`src/design/dam_pkg.sv`:
```
// Shared types and constants for the door-open alarm monitor.
`timescale 1ns / 1ps
`default_nettype none

package dam_pkg;

   typedef enum logic [1:0] {
      CMD_START  = 2'd0,
      CMD_SAMPLE = 2'd1,
      CMD_STOP   = 2'd2
   } cmd_type;

   localparam logic [1:0] CSR_OPEN_THRESHOLD = 2'd0;
   localparam logic [1:0] CSR_OPEN_LIMIT     = 2'd1;
   localparam logic [1:0] CSR_CLOSE_LIMIT    = 2'd2;

   localparam int unsigned CSR_DATA_W = 16;

   localparam logic signed [7:0] THRESHOLD_RESET   = 8'sd50;
   localparam logic [15:0]       OPEN_LIMIT_RESET  = 16'd240;
   localparam logic [7:0]        CLOSE_LIMIT_RESET = 8'd40;
   localparam logic signed [7:0] AVERAGE_START     = 8'sd25;

   typedef struct packed {
      logic signed [7:0] open_threshold;
      logic [15:0]       open_limit;
      logic [7:0]        close_limit;
   } cfg_type;

endpackage

`default_nettype wire

```
`src/design/dam_csr.sv`:
```
// Configuration registers of the door-open alarm monitor.
`timescale 1ns / 1ps
`default_nettype none

module dam_csr
   import dam_pkg::*;
(
   input  wire logic                  clock,
   input  wire logic                  reset,
   input  wire logic                  csr_we,
   input  wire logic [1:0]            csr_index,
   input  wire logic [CSR_DATA_W-1:0] csr_wdata,
   output cfg_type                    cfg
);

   cfg_type cfg_ff;

   always_ff @(posedge clock) begin
      if (reset) begin
         cfg_ff.open_threshold <= THRESHOLD_RESET;
         cfg_ff.open_limit     <= OPEN_LIMIT_RESET;
         cfg_ff.close_limit    <= CLOSE_LIMIT_RESET;
      end else if (csr_we) begin
         unique case (csr_index)
            CSR_OPEN_THRESHOLD: cfg_ff.open_threshold <= signed'(csr_wdata[7:0]);
            CSR_OPEN_LIMIT:     cfg_ff.open_limit     <= csr_wdata[15:0];
            CSR_CLOSE_LIMIT:    cfg_ff.close_limit    <= csr_wdata[7:0];
            default: begin
            end
         endcase
      end
   end

   assign cfg = cfg_ff;

endmodule

`default_nettype wire

```
`src/design/dam_avg.sv`:
```
// Running-average update with signed division by the window, truncating toward zero.
`timescale 1ns / 1ps
`default_nettype none

module dam_avg #(
   parameter int unsigned AVG_WINDOW = 4
) (
   input  wire logic signed [7:0] avg_in,
   input  wire logic signed [7:0] sample,
   output logic signed [7:0]      avg_out
);

   localparam int unsigned ACC_W   = 9 + $clog2(AVG_WINDOW);
   localparam int unsigned SHIFT   = ACC_W + $clog2(AVG_WINDOW);
   localparam int unsigned RECIP_W = SHIFT + 1;
   localparam int unsigned PROD_W  = ACC_W + RECIP_W;
   localparam logic [RECIP_W-1:0] RECIP =
      RECIP_W'(((64'd1 << SHIFT) + 64'(AVG_WINDOW) - 64'd1) / 64'(AVG_WINDOW));
   localparam logic signed [ACC_W-1:0] WEIGHT = ACC_W'(AVG_WINDOW - 1);

   logic signed [ACC_W-1:0] avg_ext;
   logic signed [ACC_W-1:0] sample_ext;
   logic signed [ACC_W-1:0] acc;
   logic                    neg;
   logic [ACC_W-1:0]        mag;
   logic [PROD_W-1:0]       prod;
   logic [7:0]              quot;

   // The magnitude is divided by a scaled reciprocal; the sign is put back after.
   always_comb begin
      avg_ext    = ACC_W'(avg_in);
      sample_ext = ACC_W'(sample);
      acc        = avg_ext * WEIGHT + sample_ext;
      neg        = acc[ACC_W-1];
      mag        = neg ? ACC_W'(-acc) : ACC_W'(acc);
      prod       = PROD_W'(mag) * PROD_W'(RECIP);
      quot       = prod[SHIFT+7:SHIFT];
      avg_out    = neg ? signed'(8'(-quot)) : signed'(quot);
   end

endmodule

`default_nettype wire

```
`src/design/door_open_alarm_monitor.sv`:
```
// Top level of the door-open alarm monitor: request register, state update, response register.
// An accepted request is held in the request register; its result moves to the rsp_ registers.
// Throughput: one request per cycle unless stalled; the state update is one combinational pass.
// A stalled response holds the request register, which then raises req_stall.
// Reset is synchronous: both stages empty, registers and state at their reset values.
`timescale 1ns / 1ps
`default_nettype none

module door_open_alarm_monitor
   import dam_pkg::*;
#(
   parameter int unsigned AVG_WINDOW = 4
) (
   input  wire logic                  clock,
   input  wire logic                  reset,
   input  wire logic                  req_valid,
   output logic                       req_stall,
   input  wire logic [1:0]            req_cmd,
   input  wire logic signed [7:0]     req_ir_value,
   output logic                       rsp_valid,
   input  wire logic                  rsp_stall,
   output logic                       rsp_door_open,
   output logic                       rsp_buzzer_active,
   output logic                       rsp_lock_request,
   output logic signed [7:0]          rsp_average_value,
   input  wire logic                  csr_we,
   input  wire logic [1:0]            csr_index,
   input  wire logic [CSR_DATA_W-1:0] csr_wdata
);

   cfg_type cfg;

   logic              in_valid_ff;
   logic [1:0]        in_cmd_ff;
   logic signed [7:0] in_ir_ff;

   logic signed [7:0] avg_ff, avg_in;
   logic [15:0]       open_ticks_ff, open_ticks_in;
   logic [7:0]        closed_ticks_ff, closed_ticks_in;
   logic              door_ff, door_in;
   logic              buzzer_ff, buzzer_in;
   logic              lock_in;

   logic              out_valid_ff;
   logic              out_lock_ff;

   logic signed [7:0] avg_sample;
   logic              advance;
   logic              take;

   dam_csr u_csr (
      .clock     (clock),
      .reset     (reset),
      .csr_we    (csr_we),
      .csr_index (csr_index),
      .csr_wdata (csr_wdata),
      .cfg       (cfg)
   );

   dam_avg #(
      .AVG_WINDOW (AVG_WINDOW)
   ) u_avg (
      .avg_in  (avg_ff),
      .sample  (in_ir_ff),
      .avg_out (avg_sample)
   );

   assign advance   = in_valid_ff && (!out_valid_ff || !rsp_stall);
   assign req_stall = in_valid_ff && !advance;
   assign take      = req_valid && !req_stall;

   always_comb begin
      avg_in          = avg_ff;
      open_ticks_in   = open_ticks_ff;
      closed_ticks_in = closed_ticks_ff;
      door_in         = door_ff;
      buzzer_in       = buzzer_ff;
      lock_in         = 1'b0;
      unique case (in_cmd_ff)
         CMD_START: begin
            avg_in          = AVERAGE_START;
            open_ticks_in   = '0;
            closed_ticks_in = '0;
         end
         CMD_SAMPLE: begin
            avg_in  = avg_sample;
            door_in = avg_sample < cfg.open_threshold;
            if (door_in) begin
               if (open_ticks_ff < cfg.open_limit) begin
                  open_ticks_in = open_ticks_ff + 16'd1;
               end else begin
                  buzzer_in = 1'b1;
               end
               closed_ticks_in = '0;
            end else begin
               buzzer_in     = 1'b0;
               open_ticks_in = '0;
               if (closed_ticks_ff < cfg.close_limit) begin
                  closed_ticks_in = closed_ticks_ff + 8'd1;
                  lock_in         = closed_ticks_in >= cfg.close_limit;
               end
            end
         end
         CMD_STOP: begin
            buzzer_in = 1'b0;
         end
         default: begin
         end
      endcase
   end

   always_ff @(posedge clock) begin
      if (reset) begin
         in_valid_ff     <= 1'b0;
         out_valid_ff    <= 1'b0;
         avg_ff          <= AVERAGE_START;
         open_ticks_ff   <= '0;
         closed_ticks_ff <= '0;
         door_ff         <= 1'b0;
         buzzer_ff       <= 1'b0;
      end else begin
         if (take) begin
            in_valid_ff <= 1'b1;
         end else if (advance) begin
            in_valid_ff <= 1'b0;
         end
         if (advance) begin
            out_valid_ff    <= 1'b1;
            avg_ff          <= avg_in;
            open_ticks_ff   <= open_ticks_in;
            closed_ticks_ff <= closed_ticks_in;
            door_ff         <= door_in;
            buzzer_ff       <= buzzer_in;
         end else if (!rsp_stall) begin
            out_valid_ff <= 1'b0;
         end
      end
   end

   always_ff @(posedge clock) begin
      if (take) begin
         in_cmd_ff <= req_cmd;
         in_ir_ff  <= req_ir_value;
      end
      if (advance) begin
         out_lock_ff <= lock_in;
      end
   end

   assign rsp_valid         = out_valid_ff;
   assign rsp_door_open     = door_ff;
   assign rsp_buzzer_active = buzzer_ff;
   assign rsp_lock_request  = out_lock_ff;
   assign rsp_average_value = avg_ff;

endmodule

`default_nettype wire

```
`config.mk`:
```
export PLATFORM = sky130hd
export DESIGN_NAME = door_open_alarm_monitor
export DESIGN_NICKNAME = d
export VERILOG_FILES = /design/src/design/dam_pkg.sv /design/src/design/dam_csr.sv /design/src/design/dam_avg.sv /design/src/design/door_open_alarm_monitor.sv
export SDC_FILE = /design/constraint.sdc
export NUM_CORES = 1
export LEC_CHECK = 0
export ABC_CLOCK_PERIOD_IN_PS = 5900
export BUFFER_PORTS_ARGS = -buffer_cell sky130_fd_sc_hd__buf_2
export CORE_UTILIZATION = 55
export DETAILED_ROUTE_END_ITERATION = 12
export GPL_ROUTABILITY_DRIVEN = 0
export PLACE_DENSITY_LB_ADDON = 0.12
export SLEW_MARGIN = 5
export SYNTH_ARGS = -nofsm -noshare
export SYNTH_HDL_FRONTEND = slang
export SYNTH_SLANG_ARGS = --single-unit
```
`constraint.sdc`:
```
create_clock -name clock -period 5.9 [get_ports clock]
set_clock_uncertainty 0.2 [all_clocks]
set_input_delay 1.18 -clock clock [delete_from_list [all_inputs] [get_ports clock]]
set_output_delay 1.18 -clock clock [all_outputs]
set_load 0.005 [all_outputs]
```
-- Word level (Yosys, flattened, before mapping)
Index checks and enable logic that the tools add are counted.
- output and inout port bits: 13
- flip-flop bits (word level): 79
- logic and storage cells: 71
- input port bits: 33
- bitwise logic cells: 2
- eq/ne operators: 8
- multiply operators: 1
- order comparisons: 4
- reductions and logical operators: 22
- add/subtract/negate cells: 5
- multiplexer cells: 16
- operators with widths (operator ; count):
    $mux W16 ; 2
    $pmux W16 S2 ; 1
    $pmux W8 S2 ; 2
    $mux W8 ; 3
    $add A16 B1 Y16 const B ; 1
    $lt A16 B16 Y1 ; 1
    $lt A8 B8 Y1 ; 2
    $add A11 B8 Y11 ; 1
    $mul A8 B3 Y11 const B ; 1
    $mux W10 ; 1
    $neg A10 Y10 ; 1
    $reduce_and A2 Y1 ; 5
    $ne A3 B3 Y1 const B ; 3
    $reduce_and A3 Y1 ; 3
    $add A8 B1 Y8 const B ; 1
    $ge A8 B8 Y1 ; 1
    $neg A8 Y8 ; 1
    $mux W1 ; 6
    $reduce_bool A2 Y1 ; 3
    $eq A2 B1 Y1 const B ; 2
    $eq A2 B2 Y1 const B ; 2
    $logic_not A1 Y1 ; 4
    $logic_not A2 Y1 ; 2
    $logic_and A1 B1 Y1 ; 3
    5 further kinds ; 6

-- Longest topological paths before layout
Gate-level depths: netlist of the first run.
- word-level depth: 9
- gate-level depth with buffers: 25
- mapped depth without buffers: 24

-- Cells and area by module
From an unflattened synthesis of the first run, not the netlist that was laid out.
- cells, all modules: 611
- area, all modules: 5492.8 um^2
- by module, submodules not included (module ; cells each ; sequential area each (um^2) ; area an instance (um^2) ; instances):
    door_open_alarm_monitor ; 335 ; 1051.0 ; 3049.2 ; 1
    dam_csr ; 132 ; 640.6 ; 1351.3 ; 1
    dam_avg ; 144 ; 0.0 ; 1092.3 ; 1

-- Worst setup path before layout of the first run
No wires, ideal clock.
- kind: reg2reg
- start: register avg_ff[3], in the netlist rsp_average_value[3]
- end: register closed_ticks_ff[2]
- setup time: 0.115 ns
- slack: -0.335 ns
- stages on the path, launching flop included: 25
- data required time: 5.585 ns
- data arrival time: 5.920 ns
- clock period less this slack: 6.235 ns
- path buffers: 1
- cells stage by stage: dfxtp_1 -> ha_1 -> inv_1 -> fa_1 -> inv_1 -> ha_1 -> and2_4 -> a221oi_2 -> a21oi_2 -> a211oi_1 -> nor2_1 -> xor2_1 -> ha_1 -> or4_1 -> a21oi_2 -> xnor2_1 -> ha_1 -> a2111oi_0 -> o211ai_1 -> a2111oi_0 -> a311oi_1 -> and4_1 -> buf_2 -> o21ai_0 -> a21bo_2
- word-level cells in the longest chain between the ends: 9
- elaborated cells on any way between the ends: 11
- classes of those cells: 3 x add/sub; 1 x mul; 1 x order compare; 1 x eq/ne; 4 x mux; 1 x reduce/logical
- ends and longest elaborated chain (item ; line ; source):
    start: declaration ; door_open_alarm_monitor.sv:37 ; logic signed [7:0] avg_ff, avg_in;
    start signal: assignment ; door_open_alarm_monitor.sv:129 ; avg_ff <= avg_in;
    $mul A8 B3 Y11 * ; dam_avg.sv:33 ; acc = avg_ext * WEIGHT + sample_ext;
    $add A11 B8 Y11 * ; dam_avg.sv:33 ;
    $neg A10 Y10 ; dam_avg.sv:35 ; mag = neg ? ACC_W'(-acc) : ACC_W'(acc);
    $mux W10 ; dam_avg.sv:35 ;
    $neg A8 Y8 ; dam_avg.sv:38 ; avg_out = neg ? signed'(8'(-quot)) : signed'(quot);
    $mux W8 * ; dam_avg.sv:38 ;
    $lt A8 B8 Y1 * ; door_open_alarm_monitor.sv:87 ; door_in = avg_sample < cfg.open_threshold;
    $ne A3 B3 Y1 (no line) / $mux W8 (equally long branches) ; -- ;
    $reduce_and A3 Y1 (no line) / $pmux W8 S2 (equally long branches) ; -- ;
    end signal: assignment ; door_open_alarm_monitor.sv:131 ; closed_ticks_ff <= closed_ticks_in;
    end: declaration ; door_open_alarm_monitor.sv:39 ; logic [7:0] closed_ticks_ff, closed_ticks_in;
Mark *: on every way between the ends. The rest lies on a longest branch, timed or not.
A chain may end at the register's enable or synchronous reset.

-- Worst setup path after layout of the first run
- start: register avg_ff[5], in the netlist rsp_average_value[5]
- end: register closed_ticks_ff[0]
The elaborated chain is that of the path after synthesis.

==> impl_metrics.py, run 1 <==
metrics = {
    "cells_and_area": {
        "synthToLayoutAreaGrowth_pct": 20.0,
        "drive_gt1_share_pct": 24.7,
        "stdcell_count": 802,
        "final_area_um2": 6270,
        "diodes": 0,
        "nets": 772,
    },
    "die": {
        "die_h_um": 99.4,
        "rows": 35,
        "core_region_area_um2": 9240,
        "die_area_um2": 9890,
        "start_util_pct": 56.5,
        "die_w_um": 99.4,
        "num_io_pins": 46,
    },
    "detailed_routing": {
        "antenna_left": 0,
        "dr.pass1.iters": 5,
        "drtIter0Drc": 291,
        "wl_mm": 12.3,
        "routedWlPerCell_um": 15.4,
        "via_per_inst": 5.68,
        "routed-via-count": 4554,
        "drc": 0,
    },
    "global_routing": {
        "grt_pass1_vias": 4259,
        "antenna_found_initial": 0,
        "grt_max_degree": 44,
        "grt_pass1_wl_mm": 19.8,
        "grt_usage_pct": 25.0,
        "overflow": 0,
    },
    "yosys": {
        "synth_cell_types": 69,
        "async_flop_share_pct": 0,
        "netlist_instances": 597,
        "synth.area.top_cells": "dfxtp_1, ha_1, edfxtp_1",
        "synthFlopType": "dfxtp_1",
        "synth_top_cell_by_area": "dfxtp_1",
        "synth-seq-cells": 79,
        "syn_area_um2": 5220,
        "synth_edf_count": 11,
        "yosys-top-cells-count": "nand2_1, dfxtp_1, ha_1, inv_1, nor2_1",
        "syn_area_per_cell_um2": 8.75,
        "syn-num-nets": 701,
        "synth_warnings": 0,
        "ys_seq_area_share_pct": 32.4,
        "yosysMostFrequentCell": "nand2_1",
        "synth_top_area_share_pct": 26.1,
    },
    "critical_path": {
        "r2r-start": "rsp_average_value[5]$_SDFFE_PP0P_",
        "cp_data_required_time_ns": 5.96,
        "regToRegSetupSlack_ns": 0.09,
        "r2r_end": "closed_ticks_ff[0]$_SDFFE_PP0P_",
        "startpoint": "rsp_average_value[5]$_SDFFE_PP0P_",
        "crit_fanout": 8,
        "rr_worst_depth": 21,
        "arrival_ns": 5.87,
        "crit_type": "flip-flop to flip-flop",
        "startpoint_type": "flip-flop",
        "cp-end-kind": "flip-flop",
    },
    "power": {
        "powerDensity_nw_per_um2": 254,
        "power.total_mw": 1.59,
        "p_leak_nw": 2.72,
        "switching_share_pct": 35.0,
        "p_clk_share_pct": 26.6,
        "vdd_drop_max_mv": 0.176,
        "switchingPower_mw": 0.558,
        "power.share.combinational_pct": 37.4,
        "sequentialPowerShare_pct": 36.0,
        "p_int_mw": 1.04,
    },
    "clock_tree": {
        "cts_tree": "yes",
        "clock_latency_ns": 0.36,
        "cts_hold_buf": 0,
        "clockRootBuffer": "clkbuf_8",
        "cts_buffers": 9,
        "clk_path_buf_depth": 2,
        "cts.sinks": 79,
        "htree_num_levels": 3,
        "cts.reportedPaths.clkPinSlew_ns": 0.10,
    },
    "timing": {
        "period_needed_ns": 5.81,
        "setup_viol": 0,
        "drv_slew": 0,
        "rsz0062_at_grt": "true",
        "fin_tns_setup_ns": 0,
        "finalHoldViolCount": 0,
        "clock.fmax_mhz": 172,
        "final.setup.worst_slack_ns": 0.0878,
        "max_slew_margin_pct": 30.1,
        "period_share_pct": 98.5,
        "worst_pin_slew_ns": 1.05,
    },
    "placed_design": {
        "placed_cell_area_um2": 5750,
        "dp_slack_ns": -0.239,
        "placed_cells": 780,
        "hpwl_mm": 9.11,
        "place.port_buffers": 45,
    },
    "worst_hold_path": {
        "hold_start": "u_csr.cfg[21]$_SDFFE_PP0P_",
        "whs_endpoint": "u_csr.cfg[21]$_SDFFE_PP0P_",
        "hold_path_class": "flip-flop to flip-flop",
        "holdPathStages": 2,
    },
    "job": {
        "drv_cap": 0,
    },
    "run_status": {
        "status": "finished, final reports clean",
    },
}
[power by group through the flow]
| stage | clock network (mW) | logic, mW | registers (mW) |
|---|---|---|---|
| 5_1_grt | 0.455 | 0.645 | 0.576 |
| 6_report | 0.423 | 0.597 | 0.574 |
| 3_5_place_dp | 0 | 0.487 | 0.585 |
| 2_1_floorplan | 0 | 0.337 | 0.582 |
| 3_3_place_gp | 0 | 0.470 | 0.584 |
| 4_1_cts | 0.430 | 0.501 | 0.572 |
[critical path, cell delays in order, from the launching register on]
cell and delay, ns:
dfxtp_2 0.35, ha_1 0.33, fa_1 0.49, ha_1 0.25
a211oi_2 0.23, o21bai_1 0.12, and2_4 0.19, a211oi_4 0.30
nor2_1 0.10, xor2_1 0.18, ha_2 0.21, or4_4 0.50
a21oi_4 0.16, xnor2_1 0.09, ha_1 0.35, a2111oi_4 0.33
o211ai_1 0.18, a2111oi_2 0.39, a311oi_2 0.12, nand3b_1 0.20
o21ai_4 0.12, mux2_4 0.30
[registers in the layout, summed over array words and instances, names as in the netlist]
register,cells
closed_ticks_ff,8
in_cmd_ff,2
in_ir_ff,8
in_valid_ff,1
open_ticks_ff,16
rsp_average_value,8
rsp_buzzer_active,1
rsp_door_open,1
rsp_lock_request,1
rsp_valid,1
u_csr.cfg,32
[kinds of logic (layout without fill, tap and decap cells)]
| logic type | count (synthesis) | after routing | share of synthesized area [%] |
|---|---|---|---|
| simple gates | 213 | 213 | 20.5 |
| compound gates | 130 | 130 | 18.1 |
| flops | 79 | 79 | 32.4 |
| buf+inv | 73 | 149 | 5.44 |
| fa+ha+maj | 71 | 71 | 18.0 |
| xor+xnor | 20 | 20 | 3.35 |
| mux | 11 | 11 | 2.25 |
[how the worst max path moves through the flow]
stage / to / slack [ns] / cells past startpoint
2_1_floorplan: closed_ticks_ff[2]$_SDFFE_PP0P_ / 0.02 / 24
6_report: closed_ticks_ff[0]$_SDFFE_PP0P_ / 0.09 / 21
4_1_cts: open_ticks_ff[4]$_SDFFE_PP0P_ / 0.0001 / 23
5_1_grt: closed_ticks_ff[0]$_SDFFE_PP0P_ / -0.11 / 23
3_3_place_gp: open_ticks_ff[14]$_SDFFE_PP0P_ / -0.09 / 25
3_5_place_dp: open_ticks_ff[1]$_SDFFE_PP0P_ / -0.24 / 25
[routing by layer]
| metal | track usage [%] | vias up | part of all wire [%] |
|---|---|---|---|
| met1 | 33.0 | 2176 | 46 |
| li1 | - | 2269 | - |
| met2 | 42.4 | 93 | 48 |
| met3 | 4.71 | 16 | 4.3 |
| met4 | 5.88 | 0 | 1.3 |
| met5 | 0 | - | 0 |
[cell type report]
type / instances / area (um2)
Inverter: 56 / 210
Multi-Input combinational cell: 445 / 3510
Clock inverter: 7 / 78.8
Sequential cell: 79 / 1700
Tap cell: 129 / 161
Timing Repair Buffer: 77 / 480
Clock buffer: 9 / 124
Fill cell: 757 / 2970
[cells in the final DEF (no fill, tap or decap), drive strengths merged, types with 5 or more instances in the layout]
| master | n |
|---|---|
| nor2b | 8 |
| nor3b | 8 |
| xor2 | 10 |
| a21oi | 33 |
| nand2 | 72 |
| nor2 | 43 |
| clkbuf | 9 |
| o211ai | 10 |
| dfxtp | 68 |
| nor3 | 10 |
| and3 | 12 |
| nand3 | 15 |
| fa | 7 |
| o21ai | 18 |
| or3 | 6 |
| a22o | 6 |
| mux2i | 8 |
| ha | 64 |
| and2 | 6 |
| inv | 59 |
| xnor2 | 10 |
| o21a | 9 |
| nor4 | 5 |
| edfxtp | 11 |
| buf | 77 |
| a31o | 8 |
[per-stage QoR]
stage	utilization, %	hold WS, ns
global route	67.8	0.285
CTS	65.0	0.261
global placement	62.2	0.247
floorplan	-	0.236
finish	67.8	0.259
detailed placement	62.2	0.249
[repair_timing]
action,CTS,global route
cloned,0,0
endpoints found under the setup margin,25,27
gates resized for setup,12,48
pin swaps,4,34
buffers inserted,1,5
(Power assumes the default switching activity.)
==> run 2: changes to the inputs <==
--- a/config.mk
+++ b/config.mk
@@ -5,7 +5,7 @@
 export SDC_FILE = /design/constraint.sdc
 export NUM_CORES = 1
 export LEC_CHECK = 0
-export ABC_CLOCK_PERIOD_IN_PS = 5900
+export ABC_CLOCK_PERIOD_IN_PS = 4950
 export BUFFER_PORTS_ARGS = -buffer_cell sky130_fd_sc_hd__buf_2
 export CORE_UTILIZATION = 55
 export DETAILED_ROUTE_END_ITERATION = 12
==> constraint.sdc (replaced) <==
create_clock -name clock -period 4.95 [get_ports clock]
set_clock_uncertainty 0.2 [all_clocks]
set_input_delay 0.99 -clock clock [delete_from_list [all_inputs] [get_ports clock]]
set_output_delay 0.99 -clock clock [all_outputs]
set_load 0.005 [all_outputs]
==> impl_metrics.py, run 2 (synthesis gave the netlist of run 1 again) <==
metrics = {
    "clock_tree": {
        "cts_tree": "yes",
        "clockRootBuffer": "clkbuf_8",
        "clock_latency_ns": 0.38,
        "cts_buffers": 9,
        "clk_path_buf_depth": 2,
        "cts.reportedPaths.clkPinSlew_ns": 0.10,
        "cts.sinks": 79,
        "htree_num_levels": 3,
    },
    "critical_path": {
        "crit_type": "flip-flop to flip-flop",
        "r2r-start": "rsp_average_value[4]$_SDFFE_PP1P_",
        "path_cells": "ha_4 > inv_2 > fa_1 > inv_2 > ha_4 > and2_4 > a221oi_4 > a21oi_2 > a211oi_4 > nor2_1 > xor2_1 > ha_2 > or4_4 > a21oi_2 > xor2_1 > ha_1 > a21oi_2 > o21a_1 > buf_4 > and2_4 > a311oi_4 > and4_4 > o21ai_2 > a21bo_2",
        "regToRegSetupSlack_ns": -0.65,
        "max_stage_delay_ns": 0.54,
        "rr_worst_depth": 24,
        "startpoint_type": "flip-flop",
        "startpoint": "rsp_average_value[4]$_SDFFE_PP1P_",
        "crit_top_cell": "a21oi_2",
        "cp-end-kind": "flip-flop",
        "cp_slowest_cell": "or4_4",
        "arrival_ns": 5.73,
        "cp_data_required_time_ns": 5.08,
        "crit_fanout": 8,
    },
    "power": {
        "p_clk_share_pct": 26.7,
        "power.total_mw": 2.10,
        "switching_share_pct": 34.0,
        "power.share.combinational_pct": 40.8,
        "switchingPower_mw": 0.713,
        "powerDensity_nw_per_um2": 311,
        "vdd_drop_max_mv": 0.232,
        "p_leak_nw": 2.97,
        "sequentialPowerShare_pct": 32.5,
        "p_int_mw": 1.39,
    },
    "cells_and_area": {
        "final_cell_mix": "buf_4, nand2_1, dfxtp_1",
        "synthToLayoutAreaGrowth_pct": 29.1,
        "drive_gt1_share_pct": 30.6,
        "multi_input_area_um2": 3610,
        "nets": 818,
        "diodes": 0,
        "fillers": 677,
        "final_common_cell": "buf_4",
        "utilization_pct": 73.0,
        "stdcell_count": 848,
        "regArea_um2": 1700,
        "largest_reg_flops": 32,
    },
    "die": {
        "num_io_pins": 46,
        "die_h_um": 99.4,
        "die_area_um2": 9890,
        "die_w_um": 99.4,
        "core_region_area_um2": 9240,
        "start_util_pct": 56.5,
        "rows": 35,
    },
    "run_status": {
        "violations": "setup timing",
        "status": "finished with violations",
    },
    "timing": {
        "rsz0062_at_grt": "true",
        "setup_viol": 27,
        "worst_pin_slew_ns": 0.923,
        "period_share_pct": 113,
        "finalHoldViolCount": 0,
        "period_needed_ns": 5.60,
        "max_slew_margin_pct": 38.4,
        "clock.fmax_mhz": 179,
        "fin_tns_setup_ns": -14.82,
        "final.setup.worst_slack_ns": -0.650,
        "drv_slew": 0,
    },
    "global_routing": {
        "grt_usage_pct": 27.4,
        "grt_pass1_vias": 4682,
        "grt_max_degree": 43,
        "grt_pass1_wl_mm": 21.4,
        "overflow": 0,
        "antenna_found_initial": 0,
    },
    "detailed_routing": {
        "dr.pass1.iters": 5,
        "drc": 0,
        "routedWlPerCell_um": 15.3,
        "via_per_inst": 5.55,
        "wl_mm": 13.0,
        "drtIter0Drc": 190,
        "routed-via-count": 4704,
        "antenna_left": 0,
    },
    "worst_hold_path": {
        "hold_path_class": "flip-flop to flip-flop",
        "holdPathStages": 2,
        "hold_start": "u_csr.cfg[18]$_SDFFE_PP0P_",
    },
    "placed_design": {
        "place.port_buffers": 45,
        "placed_cells": 822,
        "hpwl_mm": 9.46,
    },
    "job": {
        "drv_cap": 0,
    },
}
-- run 2: cell types whose count changed in the layout (fill, tap and decap cells not counted), sizes merged --
| cell | before | now |
|---|---|---|
| clkinv | 3 | 0 |
| inv | 59 | 60 |
| clkinvlp | 0 | 1 |
| clkbuf | 9 | 10 |
| buf | 77 | 123 |
-- run 2: through the flow --
step,hold slack (ns),cell area (um2),setup WS (ns)
global placement,0.248,6190,-0.619
floorplan,0.236,5370,-0.588
global route,0.287,6740,-0.849
detailed placement,0.251,6190,-0.878
CTS,0.265,6580,-0.580
finish,0.265,6740,-0.650
-- run 2: timing repair --
action	CTS	global route
pin swaps	14	16
endpoints found under the setup margin	27	27
resized for setup	22	29
hold buffers	0	0
buffers inserted	7	3
-- run 2: critical path: cells and delay by family, from the launching register on --
kind                       cells  cell delay (ns)
adders and majority gates      5             1.50
and+or+nand+nor                5             1.27
buffers and inverters          3             0.23
xor gates and xnor gates       2             0.26
DFF                            1             0.38
AOI/OAI and AO/OA              9             1.70
-- run 2: cell type report --
| class | instances | share of cell area, % |
|---|---|---|
| Clock buffer | 10 | 2.21 |
| Inverter | 56 | 3.12 |
| Tap cell | 129 | 2.39 |
| Multi-Input combinational cell | 445 | 53.5 |
| Sequential cell | 79 | 25.2 |
| Timing Repair Buffer | 123 | 12.4 |
| Clock inverter | 6 | 1.19 |
-- run 2: per-layer routing --
| layer | track usage, % | wire length, um |
|---|---|---|
| met1 | 34.1 | 5650 |
| met2 | 46.8 | 6390 |
| met3 | 5.06 | 552 |
| met4 | 11.0 | 377 |
| met5 | 0 | 0 |
-- run 2: power by group through the flow --
stage | clock (mW) | sequential [mW] | combinational (mW)
2_1_floorplan | 0 | 0.695 | 0.434
5_1_grt | 0.589 | 0.685 | 0.930
3_5_place_dp | 0 | 0.697 | 0.744
6_report | 0.559 | 0.682 | 0.857
4_1_cts | 0.566 | 0.683 | 0.793
3_3_place_gp | 0 | 0.696 | 0.726
-- run 2: final timing paths --
check,end
setup / recovery,closed_ticks_ff[5]$_SDFFE_PP0P_
hold reg to reg,u_csr.cfg[18]$_SDFFE_PP0P_
hold / removal,u_csr.cfg[18]$_SDFFE_PP0P_
setup reg to reg,closed_ticks_ff[5]$_SDFFE_PP0P_
==> run 3: changes to the inputs <==
--- a/config.mk
+++ b/config.mk
@@ -10,7 +10,7 @@
 export CORE_UTILIZATION = 55
 export DETAILED_ROUTE_END_ITERATION = 12
 export GPL_ROUTABILITY_DRIVEN = 0
-export PLACE_DENSITY_LB_ADDON = 0.12
+export PLACE_DENSITY = 0.77
 export SLEW_MARGIN = 5
 export SYNTH_ARGS = -nofsm -noshare
 export SYNTH_HDL_FRONTEND = slang
==> impl_metrics.py, run 3 (synthesis gave the netlist of run 1 again) <==
metrics = {
    "run_status": {
        "status": "finished with violations",
        "violations": "setup timing",
    },
    "timing": {
        "drv_slew": 0,
        "max_slew_margin_pct": 35.3,
        "rsz0062_at_grt": "true",
        "worst_pin_slew_ns": 0.968,
        "finalHoldViolCount": 0,
        "period_needed_ns": 5.81,
        "setup_viol": 27,
        "fin_tns_setup_ns": -19.14,
        "final.setup.worst_slack_ns": -0.860,
        "clock.fmax_mhz": 172,
        "period_share_pct": 117,
    },
    "detailed_routing": {
        "wl_met1_mm": 5.94,
        "via_per_inst": 5.79,
        "dr.pass1.iters": 5,
        "drc": 0,
        "met3_wirelength_um": 698,
        "route.met2.wl_mm": 6.91,
        "routedWlPerCell_um": 16.4,
        "top_layer_used": "met4",
        "routed-via-count": 4902,
        "antenna_left": 0,
        "wl_mm": 13.9,
        "drtIter0Drc": 300,
    },
    "clock_tree": {
        "cts_buffers": 9,
        "cts.reportedPaths.clkPinSlew_ns": 0.10,
        "cts.sinks": 79,
        "clk_path_buf_depth": 2,
        "htree_num_levels": 3,
        "clockRootBuffer": "clkbuf_8",
        "clock_latency_ns": 0.37,
        "cts_tree": "yes",
    },
    "global_routing": {
        "overflow": 0,
        "grt_pass1_wl_mm": 21.9,
        "grt_pass1_vias": 4744,
        "antenna_found_initial": 0,
        "grt_usage_pct": 28.1,
        "grt_max_degree": 43,
    },
    "die": {
        "core_region_area_um2": 9240,
        "die_h_um": 99.4,
        "die_area_um2": 9890,
        "rows": 35,
        "die_w_um": 99.4,
        "num_io_pins": 46,
        "start_util_pct": 56.5,
    },
    "critical_path": {
        "crit_type": "flip-flop to flip-flop",
        "path_cells": "ha_4 > inv_2 > fa_1 > inv_1 > ha_1 > a21o_1 > and3_4 > o211ai_4 > a211oi_4 > nor2_1 > xor2_1 > ha_2 > or4_1 > a21oi_1 > xor2_1 > ha_1 > a21oi_1 > o211ai_1 > a2111oi_2 > a311oi_2 > nand3b_1 > o21ai_4 > mux2_4",
        "arrival_ns": 5.88,
        "startpoint_type": "flip-flop",
        "cp_data_required_time_ns": 5.02,
        "cp-end-kind": "flip-flop",
        "regToRegSetupSlack_ns": -0.86,
        "cp_slowest_cell": "or4_1",
        "r2r-start": "rsp_average_value[1]$_SDFFE_PP0P_",
        "crit_fanout": 8,
        "r2r_end": "closed_ticks_ff[0]$_SDFFE_PP0P_",
        "rr_worst_depth": 23,
        "max_stage_delay_ns": 0.51,
    },
    "cells_and_area": {
        "synthToLayoutAreaGrowth_pct": 27.9,
        "final_cell_mix": "buf_4, nand2_1, dfxtp_1",
        "fillers": 698,
        "drive_gt1_share_pct": 30.7,
        "final_common_cell": "buf_4",
        "utilization_pct": 72.3,
        "largest_reg_flops": 32,
        "diodes": 0,
        "nets": 816,
    },
    "power": {
        "power.total_mw": 2.03,
        "p_leak_nw": 2.94,
        "vdd_drop_max_mv": 0.136,
        "powerDensity_nw_per_um2": 304,
    },
    "worst_hold_path": {
        "hold_path_class": "flip-flop to flip-flop",
        "holdPathStages": 2,
        "whs_endpoint": "u_csr.cfg[18]$_SDFFE_PP0P_",
        "hold_start": "u_csr.cfg[18]$_SDFFE_PP0P_",
    },
    "placed_design": {
        "hpwl_mm": 9.77,
        "place.port_buffers": 45,
    },
    "job": {
        "drv_cap": 0,
    },
}
## run 3: changes by cell type in the layout (fill, tap and decap cells not counted), sizes merged
cell,previous run,this run
inv,60,59
bufinv,1,0
buf,123,121
clkinv,0,2
## run 3: through the flow
step / instances / area, um2 / hold WS (ns) / setup slack (ns)
3_5_place_dp: 821 / 6180 / 0.248 / -0.778
4_1_cts: 841 / 6580 / 0.262 / -0.534
5_1_grt: 846 / 6680 / 0.290 / -1.04
3_3_place_gp: 821 / 6180 / 0.246 / -0.604
2_1_floorplan: 597 / 5370 / 0.236 / -0.588
6_report: 846 / 6680 / 0.266 / -0.860
## run 3: worst max path at each step
stage | start | end | slack, ns | cells past startpoint
6_report | rsp_average_value[1]$_SDFFE_PP0P_ | closed_ticks_ff[0]$_SDFFE_PP0P_ | -0.86 | 23
5_1_grt | rsp_average_value[1]$_SDFFE_PP0P_ | closed_ticks_ff[0]$_SDFFE_PP0P_ | -1.04 | 23
4_1_cts | rsp_average_value[4]$_SDFFE_PP1P_ | open_ticks_ff[14]$_SDFFE_PP0P_ | -0.53 | 23
3_5_place_dp | rsp_average_value[5]$_SDFFE_PP0P_ | open_ticks_ff[1]$_SDFFE_PP0P_ | -0.78 | 23
3_3_place_gp | rsp_average_value[5]$_SDFFE_PP0P_ | open_ticks_ff[14]$_SDFFE_PP0P_ | -0.60 | 23
2_1_floorplan | rsp_average_value[2]$_SDFFE_PP0P_ | closed_ticks_ff[5]$_SDFFE_PP0P_ | -0.59 | 24
## run 3: layout make-up
type                       count  area [um2]  area share (%)
timing repair buffer         121         811            12.1
multi-input combinational    445        3600            54.0
clock inverter                 6        50.0           0.749
inverter                      56         210            3.15
tap                          129         161            2.42
sequential                    79        1700            25.5
clock buffer                  10         138            2.06
## run 3: critical path, delay by kind of cell, from the launching register on
kind,cells,cell delay [ns]
AOI/OAI and AO/OA,9,1.86
adders and majority gates,5,1.52
and+or+nand+nor,4,0.99
xor gates and xnor gates,2,0.41
DFF,1,0.37
muxes,1,0.28
buffers and inverters,2,0.08
## run 3: per-layer routing
layer | vias up | global-route usage, %
met3 | 29 | 4.08
li1 | 2360 | -
met2 | 147 | 48.3
met1 | 2366 | 35.5
met5 | - | 0
met4 | 0 | 11.3
## run 3: report_power, final
group          internal, mW  leakage [nW]  switching, mW
logic                 0.437          2.18          0.430
registers             0.670         0.661         0.0132
clock network         0.203        0.0952          0.275
total                  1.31          2.94          0.718
## run 3: timing repair
action / CTS / global route
hold buffers: 0 / 0
setup endpoints to repair: 27 / 27
resized for setup: 40 / 12
buffers inserted: 4 / 5
pin swaps: 9 / 14
endpoints found under the hold margin: 0 / 0
